**src/design/tafd_pkg.sv**
```systemverilog
// Shared types and constants for the tagged accelerometer FIFO decoder.
package tafd_pkg;

  localparam int unsigned TagWidth   = 8;
  localparam int unsigned KindWidth  = 5;
  localparam int unsigned KindShift  = 3;
  localparam int unsigned AxisWidth  = 16;
  localparam int unsigned TsWidth    = 32;
  localparam int unsigned GainWidth  = 32;
  localparam int unsigned AccelWidth = 48;
  localparam int unsigned TimeWidth  = 64;
  localparam int unsigned CfgIdxWidth = 2;

  localparam logic [KindWidth-1:0] KIND_ACCEL = 5'h02;
  localparam logic [KindWidth-1:0] KIND_TEMP  = 5'h03;
  localparam logic [KindWidth-1:0] KIND_TIME  = 5'h04;

  localparam logic [CfgIdxWidth-1:0] REG_ACCEL_GAIN   = 2'd0;
  localparam logic [CfgIdxWidth-1:0] REG_TIME_GAIN    = 2'd1;
  localparam logic [CfgIdxWidth-1:0] REG_SAMPLE_LIMIT = 2'd2;

  typedef enum logic [1:0] {
    STATUS_SAMPLE      = 2'd0,
    STATUS_TEMP_ERR    = 2'd1,
    STATUS_INVALID_TAG = 2'd2
  } status_t;

  // One queued job for the arithmetic side; error jobs carry zero operands.
  typedef struct packed {
    status_t               status;
    logic [AxisWidth-1:0]  x;
    logic [AxisWidth-1:0]  y;
    logic [AxisWidth-1:0]  z;
    logic [TsWidth-1:0]    diff;
  } cmd_t;

  typedef struct packed {
    logic push;
    logic halted;
  } fe_stat_t;

  typedef struct packed {
    logic full;
    logic empty;
  } q_stat_t;

endpackage

```
**src/design/tafd_front.sv**
```systemverilog
// Record classifier and decoder state: turns accepted records into queued jobs.
module tafd_front (
  input  logic                            clk,
  input  logic                            rst,
  input  logic                            accept,
  input  logic [tafd_pkg::TagWidth-1:0]   tag_byte,
  input  logic [7:0]                      byte1,
  input  logic [7:0]                      byte2,
  input  logic [7:0]                      byte3,
  input  logic [7:0]                      byte4,
  input  logic [7:0]                      byte5,
  input  logic [7:0]                      byte6,
  input  logic [tafd_pkg::TsWidth-1:0]    sample_limit,
  output tafd_pkg::cmd_t                  cmd,
  output tafd_pkg::fe_stat_t              stat
);
  import tafd_pkg::*;

  logic [TsWidth-1:0]   latest_timestamp, latest_timestamp_next;
  logic [TsWidth-1:0]   base_timestamp, base_timestamp_next;
  logic                 accel_blocked, accel_blocked_next;
  logic [TsWidth-1:0]   records_seen, records_seen_next;
  logic                 halted, halted_next;
  logic                 push;
  logic [KindWidth-1:0] kind;
  logic [TsWidth-1:0]   stamp;
  logic                 live;

  assign kind  = tag_byte[TagWidth-1:KindShift];
  assign stamp = {byte4, byte3, byte2, byte1};
  assign live  = accept && !halted && (records_seen < sample_limit);

  always_comb begin
    latest_timestamp_next = latest_timestamp;
    base_timestamp_next   = base_timestamp;
    accel_blocked_next    = accel_blocked;
    records_seen_next     = records_seen;
    halted_next           = halted;
    push                  = 1'b0;
    cmd                   = '0;
    cmd.status            = STATUS_SAMPLE;
    if (live) begin
      records_seen_next = records_seen + 32'd1;
      if (kind == KIND_ACCEL) begin
        if (!accel_blocked) begin
          push               = 1'b1;
          cmd.x              = {byte2, byte1};
          cmd.y              = {byte4, byte3};
          cmd.z              = {byte6, byte5};
          cmd.diff           = latest_timestamp - base_timestamp;
          accel_blocked_next = 1'b1;
        end
      end else if (kind == KIND_TIME) begin
        latest_timestamp_next = stamp;
        if (base_timestamp == '0) begin
          base_timestamp_next = stamp;
        end
        accel_blocked_next = 1'b0;
      end else begin
        // Temperature or unknown record: report and stop.
        push        = 1'b1;
        cmd.status  = (kind == KIND_TEMP) ? STATUS_TEMP_ERR : STATUS_INVALID_TAG;
        halted_next = 1'b1;
      end
    end
  end

  always_ff @(posedge clk) begin
    if (rst) begin
      latest_timestamp <= '0;
      base_timestamp   <= '0;
      accel_blocked    <= 1'b1;
      records_seen     <= '0;
      halted           <= 1'b0;
    end else begin
      latest_timestamp <= latest_timestamp_next;
      base_timestamp   <= base_timestamp_next;
      accel_blocked    <= accel_blocked_next;
      records_seen     <= records_seen_next;
      halted           <= halted_next;
    end
  end

  assign stat.push   = push;
  assign stat.halted = halted;

endmodule

```
**config.mk**
```make
export PLATFORM = sky130hd
export DESIGN_NAME = tafd_front
export DESIGN_NICKNAME = d
export VERILOG_FILES = /design/src/design/tafd_pkg.sv /design/src/design/tafd_front.sv
export SDC_FILE = /design/constraint.sdc
export NUM_CORES = 1
export LEC_CHECK = 0
export ABC_AREA = 1
export BUFFER_PORTS_ARGS = -buffer_cell sky130_fd_sc_hd__buf_2
export CAP_MARGIN = 15
export CELL_PAD_IN_SITES_DETAIL_PLACEMENT = 0
export CELL_PAD_IN_SITES_GLOBAL_PLACEMENT = 1
export CORE_MARGIN = 2
export CORE_UTILIZATION = 41
export CTS_CLUSTER_SIZE = 24
export DETAILED_ROUTE_END_ITERATION = 8
export PLACE_DENSITY = 0.95
export SLEW_MARGIN = 10
export SYNTH_ARGS = -nofsm -noshare
export SYNTH_HDL_FRONTEND = slang
export SYNTH_SLANG_ARGS = --single-unit
```
**constraint.sdc**
```tcl
create_clock -name clk -period 3.27 [get_ports clk]
set_input_delay 0 -clock clk [delete_from_list [all_inputs] [get_ports clk]]
set_output_delay 0 -clock clk [all_outputs]
set_load 0.02 [all_outputs]
```
==> results.json <==
{
  "outcome": "completed",
  "die_y_um": 142,
  "post_cts_buffers": 0,
  "insertion_delay_ps": 360,
  "viasPerCell": 4.81,
  "nets": 1638,
  "synth_fp_nets": 1456,
  "synth_edf_count": 0,
  "port_buffers": 171,
  "cp_num_cells": 13,
  "synth_compound_area_frac": 0.0945,
  "clk_path_buf_depth": 2,
  "synth_fa_ha_area_frac": 0.105,
  "htreeDepth": 3,
  "grt_max_degree": 68,
  "start_kind": "flop",
  "tightestPinTransition_ps": 974,
  "tns_ps": 0,
  "rsz0062_at_grt": "false",
  "place_ws_ps": 454,
  "critical_path.most_common_cell": "nand2_1",
  "drc": 0,
  "diodes": 0,
  "rows": 50,
  "nFillCells": 1963,
  "drive_gt1_frac": 0.138,
  "clkPwrFrac": 0.360,
  "dieArea_mm2": 0.0201,
  "grt_pass1_vias": 7602,
  "fin_crit_sh": 0.909,
  "core_mm2": 0.0186,
  "cts.sinks": 98,
  "syn_to_final_growth_pct": 20.9,
  "slowest_delay_ps": 510,
  "start_util": 0.418,
  "routedWlPerCell_um": 12.7,
  "share_seq_of_total_power": 0.432,
  "yosysWarnings": 0,
  "critPathRequiredTime_ps": 3270,
  "grt_pass1_wl_um": 35800,
  "hold_depth": 7,
  "postLayoutCellArea_mm2": 0.00941,
  "setup_viol_count_final": 0,
  "die_w_um": 142,
  "placed_area_mm2": 0.00883,
  "arrival_ps": 2970,
  "maxCapViolCount": 0,
  "cp_top_family": "simple AND/OR/NAND/NOR gates",
  "clockRootBuffer": "clkbuf_16",
  "crit_path_cell_trace": "inv_1 -> ha_1 -> fa_1 -> inv_1 -> nand3_1 -> nand2_1 -> a21oi_1 -> o21ai_0 -> nand2_1 -> nand2_1 -> nor2_1 -> nor3_1 -> buf_2",
  "r2r_cells": 9,
  "worstSetupPathType": "reg2out",
  "final-max-slew-violation-count": 0,
  "synth-xor-area-share": 0.0585,
  "vias": 8280,
  "cellLeakagePower_nw": 5.39,
  "fmax_mhz": 337,
  "critPathBufInv": 3,
  "post-dp-hpwl_um": 16300,
  "cp-end-kind": "output pin",
  "utilization": 0.505,
  "ys_seq_area_frac": 0.252,
  "async_flop_share": 0,
  "p_sw_w": 0.000860,
  "first_pass_iters": 6,
  "antenna_found_initial": 0,
  "muxShareOfSynthArea": 0,
  "skew_ps": 9.73,
  "p_int_w": 0.00195,
  "power.density_mw_per_mm2": 298,
  "syn_inst": 1300,
  "cts_tree": "done",
  "p_sw_frac": 0.307,
  "place_congestion": 0.932,
  "combPwrFrac": 0.208,
  "slew_headroom": 0.351,
  "ys_ff_latch": 98,
  "worst_path_max_delay_cell": "o21ai_0",
  "register_area_mm2": 0.00196,
  "peakVddDrop_v": 0.000235,
  "synth_top_family_by_area": "simple AND/OR/NAND/NOR gates",
  "cts_made_buffers": 9,
  "yosys.area_share.simple": 0.372,
  "clk_transition_reported_paths_ps": 70,
  "grt_usage": 0.219,
  "min_path_type": "in2reg",
  "yosysUniqueCellTypes": 37,
  "ant_nets": 0,
  "synth_area_mm2": 0.00779,
  "setup_ws_ps": 299,
  "ys.flop_type": "dfxtp_1",
  "path_max_fanout": 4,
  "num_io_pins": 175,
  "hold_viol": 0,
  "fin_crit_ps": 2970,
  "synth_area_per_cell_um2": 5.99,
  "drt_wl_total_um": 21800,
  "multiInputGateArea_mm2": 0.00491,
  "overflow": 0,
  "first_iter_violations": 403
}
[worst min-delay path, delay by kind of cell]
family	cells	cell delay, ps
buffers and inverters	2	180
and+or+nand+nor	5	270
[cells by family (layout without fill, tap and decap cells)]
| family | Yosys count | count (layout) |
|---|---|---|
| xor gates and xnor gates | 52 | 52 |
| adders and majority gates | 65 | 65 |
| DFF | 98 | 98 |
| buffers and inverters | 236 | 422 |
| and+or+nand+nor | 710 | 710 |
| AOI/OAI and AO/OA | 139 | 139 |
[power groups by stage]
stage	combinational, W	clock [W]	sequential, W
6_report	0.000584	0.00101	0.00121
4_1_cts	0.000587	0.00104	0.00121
5_1_grt	0.000657	0.00108	0.00122
3_5_place_dp	0.000555	0	0.00124
2_1_floorplan	0.000376	0	0.00124
3_3_place_gp	0.000551	0	0.00124
[synth_stat cells (3+ instances only)]
| library cell | count | share of area |
|---|---|---|
| dfxtp_1 | 98 | 0.25 |
| nand2_1 | 343 | 0.17 |
| xor2_1 | 27 | 0.030 |
| ha_1 | 64 | 0.10 |
| nor3b_1 | 6 | 0.0058 |
| nand4_1 | 17 | 0.014 |
| a21oi_1 | 94 | 0.060 |
| buf_2 | 13 | 0.0084 |
| o21bai_1 | 3 | 0.0029 |
| clkbuf_1 | 20 | 0.0096 |
| xnor2_1 | 25 | 0.028 |
| buf_4 | 5 | 0.0048 |
| nand3_1 | 16 | 0.010 |
| inv_1 | 196 | 0.094 |
| nor4_1 | 10 | 0.0080 |
| nor2_1 | 280 | 0.13 |
| o21a_1 | 8 | 0.0077 |
| o21ai_0 | 27 | 0.017 |
| nor3_1 | 23 | 0.015 |
[state kept, by name (all words and copies together), names as in the netlist]
register,flops
accel_blocked,1
base_timestamp,32
halted,1
latest_timestamp,32
records_seen,32
[per-stage QoR]
step | power, W | std cells | hold slack [ps]
4_1_cts | 0.00284 | 1720 | 112
3_3_place_gp | 0.00179 | 1673 | 258
2_1_floorplan | 0.00162 | 1300 | 69.1
3_5_place_dp | 0.00180 | 1673 | 260
5_1_grt | 0.00295 | 1720 | 153
6_report | 0.00281 | 1720 | 126
[cells in the final DEF (no fill, tap or decap), types with 2 or more instances in the layout]
cell type	netlist	routed
o21a_1	8	8
nand4_4	1	2
nand3b_1	2	2
clkinv_2	0	2
nor3b_1	6	6
nand3_1	16	16
nor4_1	10	10
ha_1	64	64
nor2_2	2	2
inv_1	196	195
clkbuf_16	0	9
buf_2	13	171
nand2_1	343	343
buf_4	5	5
a31oi_1	2	2
o21ai_0	27	27
dlygate4sd3_1	0	32
o211ai_1	2	2
inv_2	2	2
clkinvlp_4	0	2
nor3_1	23	23
nand4_1	17	17
xor2_1	27	27
a21oi_1	94	94
nor2_1	280	280
o21bai_1	3	3
dfxtp_1	98	98
nand2_2	2	2
xnor2_1	25	25
[layer usage]
layer | GRT usage | vias to the layer above | share of wire
met3 | 0.0310 | 30 | 0.044
met4 | 0.0689 | 0 | 0.022
met1 | 0.276 | 3636 | 0.45
li1 | - | 4394 | -
met2 | 0.387 | 220 | 0.49
met5 | 0 | - | 0
[worst paths after layout]
kind | start | endpoint | slack (ps)
max reg2reg | records_seen[17]$_SDFFE_PP0P_ | base_timestamp[1]$_SDFFE_PP0P_ | 450
min reg2reg | accel_blocked$_SDFFE_PP1P_ | accel_blocked$_SDFFE_PP1P_ | 460
min | tag_byte[4] | accel_blocked$_SDFFE_PP1P_ | 130
max | latest_timestamp[0]$_SDFFE_PP0P_ | cmd[30] | 300
[timing repair]
action	CTS	global route
hold buffers	32	0
endpoints found under the hold margin	64	0
gates resized for setup	0	0
[cell type report]
cell class	instances	share of cell area
multi-input combinational	966	0.522
sequential	98	0.208
timing repair buffer	209	0.131
inverter	198	0.0789
tap	234	0.0311
clock buffer	9	0.0239
clock inverter	6	0.00452
Power figures use the tool's default switching activity.
