**src/design/tafd_pkg.sv**
```systemverilog
// Shared types and constants for the tagged accelerometer FIFO decoder.
package tafd_pkg;

  localparam int unsigned TagWidth   = 8;
  localparam int unsigned KindWidth  = 5;
  localparam int unsigned KindShift  = 3;
  localparam int unsigned AxisWidth  = 16;
  localparam int unsigned TsWidth    = 32;
  localparam int unsigned GainWidth  = 32;
  localparam int unsigned AccelWidth = 48;
  localparam int unsigned TimeWidth  = 64;
  localparam int unsigned CfgIdxWidth = 2;

  localparam logic [KindWidth-1:0] KIND_ACCEL = 5'h02;
  localparam logic [KindWidth-1:0] KIND_TEMP  = 5'h03;
  localparam logic [KindWidth-1:0] KIND_TIME  = 5'h04;

  localparam logic [CfgIdxWidth-1:0] REG_ACCEL_GAIN   = 2'd0;
  localparam logic [CfgIdxWidth-1:0] REG_TIME_GAIN    = 2'd1;
  localparam logic [CfgIdxWidth-1:0] REG_SAMPLE_LIMIT = 2'd2;

  typedef enum logic [1:0] {
    STATUS_SAMPLE      = 2'd0,
    STATUS_TEMP_ERR    = 2'd1,
    STATUS_INVALID_TAG = 2'd2
  } status_t;

  // One queued job for the arithmetic side; error jobs carry zero operands.
  typedef struct packed {
    status_t               status;
    logic [AxisWidth-1:0]  x;
    logic [AxisWidth-1:0]  y;
    logic [AxisWidth-1:0]  z;
    logic [TsWidth-1:0]    diff;
  } cmd_t;

  typedef struct packed {
    logic push;
    logic halted;
  } fe_stat_t;

  typedef struct packed {
    logic full;
    logic empty;
  } q_stat_t;

endpackage

```
**src/design/tafd_queue.sv**
```systemverilog
// Short job queue between the classifier and the arithmetic side.
module tafd_queue #(
  parameter int unsigned DEPTH = 4
) (
  input  logic            clk,
  input  logic            rst,
  input  logic            push,
  input  tafd_pkg::cmd_t  wr_data,
  input  logic            pop,
  output tafd_pkg::cmd_t  rd_data,
  output tafd_pkg::q_stat_t stat
);
  import tafd_pkg::*;

  localparam int unsigned AW = (DEPTH > 1) ? $clog2(DEPTH) : 1;
  localparam int unsigned CW = $clog2(DEPTH + 1);

  cmd_t          mem [DEPTH];
  logic [AW-1:0] wr_ptr, rd_ptr;
  logic [CW-1:0] count;
  logic          do_push, do_pop;

  assign stat.full  = (count == CW'(DEPTH));
  assign stat.empty = (count == '0);
  assign do_push    = push && !stat.full;
  assign do_pop     = pop && !stat.empty;
  assign rd_data    = mem[rd_ptr];

  always_ff @(posedge clk) begin
    if (do_push) begin
      mem[wr_ptr] <= wr_data;
    end
  end

  always_ff @(posedge clk) begin
    if (rst) begin
      wr_ptr <= '0;
      rd_ptr <= '0;
      count  <= '0;
    end else begin
      if (do_push) begin
        wr_ptr <= (wr_ptr == AW'(DEPTH - 1)) ? '0 : wr_ptr + 1'b1;
      end
      if (do_pop) begin
        rd_ptr <= (rd_ptr == AW'(DEPTH - 1)) ? '0 : rd_ptr + 1'b1;
      end
      case ({do_push, do_pop})
        2'b10:   count <= count + 1'b1;
        2'b01:   count <= count - 1'b1;
        default: count <= count;
      endcase
    end
  end

endmodule

```
**config.mk**
```make
export PLATFORM = sky130hd
export DESIGN_NAME = tafd_queue
export DESIGN_NICKNAME = d
export VERILOG_FILES = /design/src/design/tafd_pkg.sv /design/src/design/tafd_queue.sv
export SDC_FILE = /design/constraint.sdc
export NUM_CORES = 1
export LEC_CHECK = 0
export ABC_AREA = 1
export BUFFER_PORTS_ARGS = -buffer_cell sky130_fd_sc_hd__buf_2
export CAP_MARGIN = 20
export CORE_ASPECT_RATIO = 1.1
export CORE_MARGIN = 5
export CORE_UTILIZATION = 52
export DETAILED_ROUTE_END_ITERATION = 8
export HOLD_SLACK_MARGIN = 0.08
export PLACE_DENSITY = 0.77
export SYNTH_ARGS = -nofsm -noshare
export SYNTH_HDL_FRONTEND = slang
export SYNTH_SLANG_ARGS = --single-unit
```
**constraint.sdc**
```tcl
create_clock -name clk -period 4.28 [get_ports clk]
set_input_delay 0.428 -clock clk [delete_from_list [all_inputs] [get_ports clk]]
set_output_delay 0.428 -clock clk [all_outputs]
set_load 0.005 [all_outputs]
```
==> results.cfg, run 1 <==
[detailed_routing]
dr_wl_met3_um = 1810
routed_via_density = 5.52
drt-met1-wl_um = 10600
top_signal_layer_used = met4
wl_um = 26100
route.detailed.wl_per_inst_um = 19.1
drtAntennaViolNets = 0
drc = 0
met2RoutedLength_um = 13100
vias = 7558
drt_first_iter_violations = 577
detailedRoute.firstPassIterationCount = 5

[synthesis]
postSynthNetCount = 958
synth_largest_area_cell = edfxtp_1
ys_seq_elements = 337
synth_top_family_by_area = compound AO/OA/AOI/OAI gates
simple_gate_area_share_of_the_yosys_netlist = 0.0587
synthTopCellsByArea = edfxtp_1 77%, nor2_1 5.1%, o22ai_1 3.9%
ys_types = 24
yosysWarnings = 0
synth_xor_xnor_area_share = 0
synthCells = 865
synth-compound-area-share = 0.114
synth-async-reset-ratio = 0
post_syn_area_sq_um = 12800
post_synth_mux_area_share = 0
share_of_synthesized_cell_area_in_full_adder_half_adder_and_majority_cells = 0.00745
synth_top_area_share = 0.772
syn_area_per_cell_sq_um = 14.8
portion_of_the_post_synthesis_area_used_by_sequential_elements = 0.786
synth-main-ff-cell = edfxtp_1
edff_count_synth = 328

[global_routing]
grt_start_max_net_pins = 165
grt_antenna_before_repair = 2
groute.usage.overall = 0.184
gr-total-overflow = 0
grt_pass1_vias = 7833
grt_first_pass_wirelength_um = 41200

[setup_path]
critPathLaunchType = flop
worst_r2r_startpoint = count[1]
cp_num_buf_inv = 3
slowest_stage = buf_4
timing.critical_path.slowest_cell_delay_ns = 0.65
critPathTopFamily = buffers and inverters
timing.critical_path.required_ns = 3.85
timing.critical_path.fanout_max = 47
critical_path.endpoint_type = output pin
cp_cell_sequence = clkinv_2 > buf_4 > o21ai_1 > o22ai_1 > buf_2
worst_path_arrival_ns = 2.39
worst-setup-path-type = flop to output pin

[timing]
period_minus_slack_ns = 2.82
finalHoldWorstSlack_ns = 0.146
maxSlewHeadroom = 0.420
fin_skew_ns = 0.0160
timing.setup.tns_ns = 0
finalCritPeriodShare = 0.660
setup_viol_count_final = 0
max_freq_mhz = 354
max_slew_violations = 0
hold_viol = 0
rsz0062_at_grt = false
worst-slew-pin-transition_ns = 0.870

[cts]
cts_tree = yes
clk_root_buffer_cell = clkbuf_16
cts_buf_count = 34
h-tree-depth = 2
clk_transition_reported_paths_ns = 0.06
max-clock-path-buffers = 3
post_cts.resized_instances = 0
holdBufCountCts = 0
clock_sink_count = 337
clock_insertion_delay_worst_skew_ns = 0.49
cts_setup_buffers = 0

[place]
dp_hpwl_um = 14600
detailed_place.area_sq_um = 13800
place_congestion = 0.742
placement.io_buffers = 169
numPlacedInstances = 1304

[pwr]
power_mw = 9.16
power.static_leakage_nw = 5.27
pwr_density_cell_nw_per_um2 = 613
vdd_ir_drop_max_uv = 403

[min_path]
min_delay_startpoint = wr_data[30]
holdCritPathClass = input pin to flop

[outcome]
outcome = finished clean

[floorplan]
floorplan.initialDensity = 0.525
die_w_um = 159
num_rows = 60
top_level_ports = 170
die-height_um = 174
floorplan.core_area_sq_um = 24300
floorplan.die_area_sq_um = 27800

[final_layout]
drive_above_1_share = 0.244
area_growth_from_synthesis_to_final_layout_pct = 17.0
stdcell_count = 1368
final_nets = 1123
final_area_sq_um = 14900

[job]
maxCapViolations = 0
-- layout make-up --
class | instances | area (sq um)
fillers | 1837 | 9390
diodes | 4 | 10.0
flip-flops and latches | 337 | 10000
clock inverters | 12 | 80.1
repair buffers | 182 | 1020
well taps | 310 | 388
clock buffers | 48 | 998
inverters | 20 | 81.3
multi-input cells | 455 | 2320
-- cells in the mapped netlist, drive strengths merged (2+ instances only) --
cell type / number
edfxtp: 328
nor2: 176
o21ai: 166
o22ai: 82
buf: 39
inv: 20
clkbuf: 14
nand2: 14
dfxtp: 9
ha: 6
a21oi: 5
nand3: 2
nand3b: 2
-- stage by stage --
stage | worst slack, ns | util
4_1_cts | 1.42 | 0.614
3_3_place_gp | 1.99 | 0.569
2_1_floorplan | -0.312 | -
5_1_grt | 1.30 | 0.614
6_report | 1.46 | 0.614
3_5_place_dp | 1.93 | 0.569
-- layout by cell type, fill, tap and decap left out, types with 5 or more instances in the layout --
master     count
clkinv_1       6
buf_4          7
buf_2        169
clkbuf_1       9
o21ai_2       18
nor2_1       170
clkbuf_16     38
o22ai_1       80
buf_12         6
nand2_1       14
ha_1           6
o21ai_0       86
o21ai_1       62
edfxtp_1     328
clkinv_2       5
inv_1         18
dfxtp_1        7
a21oi_1        5
-- where the power goes --
part	leakage (nW)	total (mW)	internal [mW]	switching, mW
Clock	0.525	2.82	1.68	1.14
Combinational	1.66	2.29	0.822	1.47
Sequential	3.08	4.04	3.96	0.0818
-- routing by layer --
layer | up-vias | GRT usage
met5 | - | 0
met4 | 0 | 0.0604
met3 | 45 | 0.0372
met2 | 265 | 0.316
met1 | 3661 | 0.238
li1 | 3587 | -
-- flip-flops by register name (all words and copies together), names as in the netlist, named ones only --
signal	count
mem	328
count	3
rd_ptr	2
wr_ptr	2
-- worst paths after layout --
path / end / slack (ns) / cells past startpoint
worst min register to register: wr_ptr[0] / 0.55 / 2
worst max-delay path: rd_data[60] / 1.46 / 5
worst max register to register: mem[3][25] / 1.93 / 5
worst min-delay path: mem[2][30] / 0.15 / 1
-- kinds of logic (layout without fill, tap and decap cells) --
| kind of cell | Yosys count | after routing |
|---|---|---|
| adder cells (fa/ha/maj) | 7 | 7 |
| AO/OA/AOI/OAI | 253 | 253 |
| AND/OR/NAND/NOR | 195 | 195 |
| buffers and inverters | 73 | 262 |
| flip-flops | 337 | 337 |
| other | 0 | 4 |
No activity file was read; power rests on OpenSTA's default activity.
==> run 2: changes to the inputs <==
clock period = 2.5 ns   (was 4.28 ns; I/O delays follow)
==> run 2 against run 1 <==
  * Combinational power is 83% higher
  * Sequential power is 71% higher
  * Flip-flop and latch count stayed put
  * Clock skew is 0.0076 ns lower
  * Sequential share of layout area is 3.9 points lower
  * Critical endpoint is now rd_data[61]
  * Final cell count is 6.1% higher
  * Global-route usage is 1.0 points higher
==> results.cfg, run 2 (synthesized netlist as in run 1, its figures left out) <==
[outcome]
outcome = finished clean

[final_layout]
registers.top_by_ff_count = mem
area_growth_from_synthesis_to_final_layout_pct = 24.3
n_fill_cell = 1681
final-seq-area_sq_um = 10000
reg.largest.list = mem (328), count (3)
area_used_by_multi_input_combinational_logic_sq_um = 2320
finalCoreUtilization = 0.652
drive_above_1_share = 0.229
mostFrequentLayoutCell = edfxtp_1
layout.cells.most_common_list = 328 x edfxtp_1, 170 x nor2_1, 169 x buf_2
final_nets = 1213
largest_register_ff_count = 328

[global_routing]
groute.usage.overall = 0.195
gr-total-overflow = 0
grt_pass1_vias = 8237
grt_antenna_before_repair = 2
grt_first_pass_wirelength_um = 43500
grt_start_max_net_pins = 165

[pwr]
vdd_ir_drop_max_uv = 702
power.static_leakage_nw = 5.66
pwr_density_cell_nw_per_um2 = 1010

[detailed_routing]
detailedRoute.firstPassIterationCount = 4
wl_um = 27500
routed_via_density = 5.46
vias = 7925
route.detailed.wl_per_inst_um = 19.0
drtAntennaViolNets = 0
drt_first_iter_violations = 462
drc = 0

[timing]
maxSlewHeadroom = 0.525
finalCritPeriodShare = 0.954
timing.setup.tns_ns = 0
max_slew_violations = 0
finalHoldWorstSlack_ns = 0.107
max_freq_mhz = 419
setup_viol_count_final = 0
fin_ws_ns = 0.116
fin_skew_ns = 0.00833
period_minus_slack_ns = 2.38
hold_viol = 0
worst-slew-pin-transition_ns = 0.713
rsz0062_at_grt = false

[setup_path]
critPathLaunchType = flop
regToRegSetupSlack_ns = 0.38
timing.critical_path.required_ns = 2.25
timing.critical_path.slowest_cell_delay_ns = 0.47
worst_r2r_startpoint = count[1]
critical_path.endpoint_type = output pin
critPathTopFamily = buffers and inverters
worst-setup-path-type = flop to output pin
slowest_stage = buf_12
cp_cell_sequence = buf_12 > o21ai_0 > o22ai_1 > buf_2
cp_num_buf_inv = 2
worst_path_arrival_ns = 2.13
timing.critical_path.fanout_max = 164

[floorplan]
top_level_ports = 170
floorplan.core_area_sq_um = 24300
floorplan.initialDensity = 0.525
die_w_um = 159
floorplan.die_area_sq_um = 27800
num_rows = 60
die-height_um = 174

[min_path]
min_delay_startpoint = rst
holdCritPathClass = input pin to flop

[cts]
clock_sink_count = 337
clk_transition_reported_paths_ns = 0.06
max-clock-path-buffers = 3
h-tree-depth = 2
clk_root_buffer_cell = clkbuf_16
clock_insertion_delay_worst_skew_ns = 0.50
cts_tree = yes
cts_setup_buffers = 0
cts_buf_count = 34

[place]
dp_hpwl_um = 14800
placement.io_buffers = 169
place_worst_setup_slack_ns = 0.419
place_congestion = 0.749

[job]
maxCapViolations = 0
[run 2: cell count changes in the layout (fill, tap and decap cells not counted), moves of 3 or more]
cell / before / now
dlygate4sd3_1: 0 / 84
clkinv_2: 5 / 2
bufinv_16: 1 / 4
clkbuf_1: 9 / 4
buf_12: 6 / 10
clkbuf_16: 38 / 35
[run 2: area by class of cell]
class	count	share of cell area
flip-flops and latches	337	0.633
multi-input cells	455	0.147
repair buffers	272	0.123
clock buffers	39	0.0562
well taps	310	0.0245
clock inverters	15	0.0110
inverters	20	0.00513
diodes	3	0.000473
[run 2: metrics by stage]
stage	instance area, sq um	power, mW	std cells
after floorplan	12800	9.51	865
after global placement	13900	11.0	1310
after detailed placement	13900	11.1	1310
after CTS	15900	16.1	1448
after global routing	15900	16.8	1450
final	15900	16.0	1451
[run 2: worst register-to-register path, cell delays in order (launching register included)]
cell,delay (ns)
dfxtp_1,0.31
nor2_1,0.14
nand2_1,0.16
nand2_1,0.36
ha_1,0.24
inv_1,0.07
fa_1,0.40
nand2_1,0.11
nand3_1,0.08
nand2_1,0.07
inv_1,0.04
nor2_1,0.10
[run 2: power breakdown]
part	leakage, nW	internal [mW]	switching (mW)	total, mW
Sequential	3.08	6.78	0.137	6.92
Combinational	2.06	1.58	2.61	4.18
Clock	0.512	2.95	1.94	4.89
Total	5.66	11.3	4.69	16.0
[run 2: path summary, 6_finish.rpt]
kind / to / depth (start not counted)
hold reg to reg: count[0] / 2
setup / recovery: rd_data[61] / 4
setup reg to reg: count[2] / 11
hold / removal: wr_ptr[0] / 4
[run 2: what timing repair did]
item                                    in CTS  in global routing
hold buffers                                84                  0
resized for setup                            1                  0
endpoints found under the hold margin      330                  0
endpoints found under the setup margin       1                  0
[run 2: layer usage]
metal,vias to the layer above,part of all wire,track usage
li1,3764,-,-
met1,3867,0.40,0.242
met3,40,0.061,0.0422
met2,254,0.52,0.346
met4,0,0.019,0.0537
met5,-,0,0
